## src/rtl/array_doubly_linked_list_macros.svh

```systemverilog
// Assertion macros for the linked list block.
// Used by the modules that carry concurrent checks.
`ifndef ARRAY_DOUBLY_LINKED_LIST_MACROS_SVH
`define ARRAY_DOUBLY_LINKED_LIST_MACROS_SVH

// implication check, disabled in reset
`define ADL_ASSERT_IMP(label, clk, rst_n, ante, cons) \
    label: assert property (@(posedge clk) disable iff (!rst_n) (ante) |-> (cons)) \
        else $error("assertion failed");

// next-cycle implication check, disabled in reset
`define ADL_ASSERT_NXT(label, clk, rst_n, ante, cons) \
    label: assert property (@(posedge clk) disable iff (!rst_n) (ante) |=> (cons)) \
        else $error("assertion failed");

`endif

```

## src/rtl/adll_pkg.sv

```systemverilog
// Package for the array doubly linked list: sizes, beat types, action codes,
// controller states and the command struct. No dependencies.
package adll_pkg;

    localparam int NODES      = 1024;
    localparam int VALUE_BITS = 32;
    localparam int ID_BITS    = $clog2(NODES);

    typedef logic [ID_BITS-1:0]    id_t;
    typedef logic [VALUE_BITS-1:0] val_t;

    typedef enum logic [2:0] {
        ACT_INS_HEAD   = 3'd0,
        ACT_INS_TAIL   = 3'd1,
        ACT_INS_AFTER  = 3'd2,
        ACT_INS_BEFORE = 3'd3,
        ACT_DELETE     = 3'd4,
        ACT_MOVE_HEAD  = 3'd5,
        ACT_MOVE_TAIL  = 3'd6,
        ACT_READ       = 3'd7
    } action_t;

    typedef struct packed {
        logic [2:0]        action;
        logic [9:0]        node_id;
        logic signed [31:0] value;
    } req_t;

    typedef struct packed {
        logic [9:0]         new_id;
        logic [9:0]         head_id;
        logic [9:0]         tail_id;
        logic signed [31:0] read_value;
        logic [9:0]         read_prev;
        logic [9:0]         read_next;
        logic               rejected;
    } rsp_t;

    typedef enum logic [2:0] {
        ST_IDLE,
        ST_LOOK,
        ST_CHECK,
        ST_LINK0,
        ST_LINK1,
        ST_APPLY,
        ST_FETCH,
        ST_RESULT
    } state_t;

    // controller -> datapath
    typedef struct packed {
        logic capture;   // latch request beat
        logic look;      // read ref node links and live bit
        logic check;     // register links, decide reject
        logic link0;     // first link write step
        logic link1;     // second link write step
        logic apply;     // last link write, register updates
        logic fetch;     // read chosen node
        logic result;    // load output register
    } cmd_t;

endpackage

```

## src/rtl/adll_ctrl.sv

```systemverilog
// Controller for the linked list: one request at a time through look, check,
// three link write steps, fetch and result. Uses adll_pkg.
`include "array_doubly_linked_list_macros.svh"
module adll_ctrl (
    input  logic            clk,
    input  logic            rst_n,
    input  logic            in_valid,
    output logic            in_ready,
    output logic            out_valid,
    input  logic            out_ready,
    output adll_pkg::cmd_t  cmd
);
    import adll_pkg::*;

    state_t state_reg, state_next;
    logic   out_valid_reg, out_valid_next;

    always_ff @(posedge clk or negedge rst_n)
    begin
        if (!rst_n)
        begin
            state_reg     <= ST_IDLE;
            out_valid_reg <= 1'b0;
        end
        else
        begin
            state_reg     <= state_next;
            out_valid_reg <= out_valid_next;
        end
    end

    always_comb
    begin
        state_next = state_reg;
        case (state_reg)
            ST_IDLE:   if (in_valid) state_next = ST_LOOK;
            ST_LOOK:   state_next = ST_CHECK;
            ST_CHECK:  state_next = ST_LINK0;
            ST_LINK0:  state_next = ST_LINK1;
            ST_LINK1:  state_next = ST_APPLY;
            ST_APPLY:  state_next = ST_FETCH;
            ST_FETCH:  state_next = ST_RESULT;
            ST_RESULT: if (!out_valid_reg || out_ready) state_next = ST_IDLE;
            default:   state_next = ST_IDLE;
        endcase
    end

    always_comb
    begin
        cmd = '0;
        in_ready = 1'b0;
        out_valid_next = out_valid_reg && !out_ready;
        case (state_reg)
            ST_IDLE:
            begin
                in_ready = 1'b1;
                cmd.capture = in_valid;
            end
            ST_LOOK:  cmd.look = 1'b1;
            ST_CHECK: cmd.check = 1'b1;
            ST_LINK0: cmd.link0 = 1'b1;
            ST_LINK1: cmd.link1 = 1'b1;
            ST_APPLY: cmd.apply = 1'b1;
            ST_FETCH: cmd.fetch = 1'b1;
            ST_RESULT:
            begin
                if (!out_valid_reg || out_ready)
                begin
                    cmd.result = 1'b1;
                    out_valid_next = 1'b1;
                end
            end
            default: ;
        endcase
    end

    assign out_valid = out_valid_reg;

    `ADL_ASSERT_IMP(a_ready_idle, clk, rst_n, in_ready, state_reg == ST_IDLE)
    `ADL_ASSERT_NXT(a_result_valid, clk, rst_n, cmd.result, out_valid_reg)
    `ADL_ASSERT_NXT(a_hold, clk, rst_n, out_valid_reg && !out_ready && !cmd.result,
        out_valid_reg)
endmodule

```

## config.mk

```make
export PLATFORM = sky130hd
export DESIGN_NAME = adll_ctrl
export DESIGN_NICKNAME = d
export VERILOG_FILES = /design/src/rtl/adll_pkg.sv /design/src/rtl/adll_ctrl.sv
export VERILOG_INCLUDE_DIRS = /design/src /design/src/rtl
export SDC_FILE = /design/constraint.sdc
export NUM_CORES = 1
export LEC_CHECK = 0
export ABC_AREA = 1
export BUFFER_PORTS_ARGS = -buffer_cell sky130_fd_sc_hd__buf_2
export CAP_MARGIN = 10
export CELL_PAD_IN_SITES_DETAIL_PLACEMENT = 2
export CELL_PAD_IN_SITES_GLOBAL_PLACEMENT = 2
export CORE_MARGIN = 5
export CORE_UTILIZATION = 25
export CTS_BUF_LIST = sky130_fd_sc_hd__clkbuf_4
export CTS_CLUSTER_DIAMETER = 120
export DETAILED_ROUTE_END_ITERATION = 8
export PLACE_DENSITY = 0.83
export REMOVE_ABC_BUFFERS = 1
export SLEW_MARGIN = 25
export SYNTH_ARGS = -nofsm -noshare
export SYNTH_HDL_FRONTEND = slang
export SYNTH_SLANG_ARGS = --single-unit
export TNS_END_PERCENT = 5
```

## constraint.sdc

```tcl
create_clock -name clk -period 1.25 [get_ports clk]
set_input_delay 0.0625 -clock clk [delete_from_list [all_inputs] [get_ports clk]]
set_output_delay 0.0625 -clock clk [all_outputs]
set_load 0.02 [all_outputs]
```

==> impl_metrics.toml <==
[outcome]
status = "complete, but fails checks"
violations = "setup timing"

[critical_path]
rr_endpoint = "state_reg[0]"
r2r_start = "state_reg[1]"
r2r_slack_ns = 0.05
path_class = "reg -> out"
path_depth = 5
crit_arrival_ns = 1.22
crit_path_cell_trace = "inv_2, ha_4, inv_4, nor3_4, buf_6"
crit_required_ns = 1.19
cp_top_family = "flip-flops"
critPathMaxFanout = 3
slowest_stage = "dfrtp_2"
max_stage_delay_ns = 0.43
cp.buffers_inverters = 3
end_kind = "output pin"
rr_worst_depth = 7
startpoint_type = "flip-flop"

[floorplanning]
die_x_um = 48.30
die_area_mm2 = 0.002332
initial_core_util_pct = 27.15
rows = 13
pin_count = 14
die_h_um = 48.30
core-area_mm2 = 0.001350

[final_layout]
diodes = 0
most-common-layout-cells = "12 x nand2_1, 9 x inv_1, 7 x buf_4"
drive_gt1_share_pct = 55.71
largest_reg_flops = 3
fin_nets = 80
syn_to_final_growth_pct = 59.04
fin_util_pct = 43.19
num-fill-cells = 162
register_area_um2 = 103.9
final_common_cell = "nand2_1"
multi_input_area_um2 = 250.2

[detailed_routing]
viasPerCell = 4.412
wl_um = 934
drc = 0
vias = 375
avgRoutedWirePerCell_um = 10.99
dr.pass1.iters = 2
first_iter_violations = 2
ant_nets = 0

[sta]
whs_ns = 0.1555
min_period_over_period_pct = 102.6
post-route-min-period_ns = 1.282
slew_headroom_pct = 88.09
tightestPinTransition_ns = 0.1784
fin_ws_ns = -0.03213
finalMaxSlewViolations = 0
hold_violations = 0
rsz0062_at_grt = "true"
setup_viol = 4
skew_ns = 0.001236
max_freq_mhz = 780.0

[placement]
placement.io_buffers = 13
dp_hpwl_um = 788.7
place_congestion = 0.6529
dpl_worst_slack_ns = -0.03713

[worst_hold_path]
hp-class = "in -> reg"
whs_path_depth = 4
hold_end = "out_valid"
hp-start = "out_ready"

[power_and_ir_drop]
swShare_pct = 49.45
power.net_switching_mw = 0.7763
seq_power_share_pct = 20.5
p_clk_share_pct = 9.7
ir_drop_mv = 0.8793
internal_power_mw = 0.7936
p_comb_share_pct = 69.8
cellLeakagePower_nw = 0.3575
power_mw = 1.570
power_density_mw_per_mm2 = 2692

[cts]
cts_buffers = 3
h-tree-depth = 1
clkTransAtPathRegs_ns = 0.04
cts_tree = "built"
root_buffer = "clkbuf_4"
cts_sinks = 4
clk_path_buf_depth = 2
clkLatencyLatePin_ns = 0.23

[synthesis]
synthCells = 51
yosysWarnings = 0
ys_seq_area_share_pct = 27.30
ys_seq_elements = 4
yosysUniqueCellTypes = 14
avgSynthCellArea_um2 = 7.188
synth_area_um2 = 366.6

[flow_run]
cap_violations = 0

[global_routing]
grt_pass1_vias = 368
grt_pass1_wl_um = 1518
grt_usage_pct = 9.549
grt_max_degree = 9
grt_overflow = 0
antenna_found_initial = 0
[what timing repair did]
item                                    4_1_cts  5_1_grt
hold buffers                                  1        0
buffers inserted                              2        0
gates resized for setup                      23        8
endpoints found under the hold margin         4        0
endpoints found under the setup margin       12       10
pin swaps                                     3        0
[logic make-up after synthesis]
logic type	after synthesis	share of synthesized area [%]
simple gates	26	38.22
compound gates	2	3.412
fa+ha+maj	4	13.65
buf+inv	15	17.41
flops	4	27.30
[per-stage QoR]
stage / instances / area (um2) / setup TNS, ns
final: 85 / 583.1 / -0.09662
after global routing: 85 / 583.1 / -0.5783
after CTS: 85 / 561.8 / -0.1514
after detailed placement: 79 / 446.7 / -0.09886
after global placement: 79 / 446.7 / 0
after floorplan: 50 / 355.3 / -0.06131
[synth_stat cells]
| master | instances | area share [%] |
|---|---|---|
| a21oi_1 | 1 | 1.4 |
| buf_6 | 1 | 3.1 |
| dfrtp_1 | 4 | 27 |
| ha_1 | 4 | 14 |
| inv_1 | 14 | 14 |
| nand2_1 | 13 | 13 |
| nand2_2 | 2 | 3.4 |
| nand2_4 | 1 | 3.1 |
| nand3_1 | 3 | 4.1 |
| nand4_2 | 1 | 3.4 |
| nor2_1 | 4 | 4.1 |
| nor2_8 | 1 | 5.5 |
| nor3_1 | 1 | 1.4 |
| o21bai_1 | 1 | 2.0 |
[power groups by stage]
stage | combinational [mW] | sequential (mW) | clock (mW)
final | 1.10 | 0.322 | 0.152
after global routing | 1.22 | 0.341 | 0.168
after CTS | 1.06 | 0.321 | 0.160
after detailed placement | 0.850 | 0.290 | 0
after global placement | 0.811 | 0.290 | 0
after floorplan | 0.550 | 0.313 | 0
[tightest hold or removal path: cells and delay by family]
family	cells	cell delay, ns
buffers and inverters	2	0.13
AND/OR/NAND/NOR	2	0.13
[metal layers]
| metal | GRT usage [%] | vias to the layer above | wire length [um] |
|---|---|---|---|
| li1 | - | 191 | - |
| met2 | 16.67 | 8 | 486 |
| met4 | 4.839 | 0 | 0 |
| met1 | 11.36 | 176 | 394 |
| met5 | 0 | - | 0 |
| met3 | 1.107 | 0 | 53 |
[worst max path at each step]
| stage | from | end | slack (ns) |
|---|---|---|---|
| after detailed placement | state_reg[0] | state_reg[0] | -0.04 |
| after global routing | state_reg[1] | cmd[7] | -0.12 |
| after floorplan | state_reg[0] | cmd[7] | -0.06 |
| after global placement | state_reg[0] | state_reg[0] | 0.01 |
| final | state_reg[1] | cmd[7] | -0.03 |
| after CTS | state_reg[1] | cmd[1] | -0.04 |
[layout make-up]
class / instances / share of cell area, %
inverters: 14 / 9.442
clock buffers: 3 / 3.863
multi-input cells: 32 / 42.92
well taps: 15 / 3.219
repair buffers: 17 / 22.75
flip-flops and latches: 4 / 17.81
No activity file was read; power rests on OpenSTA's default activity.
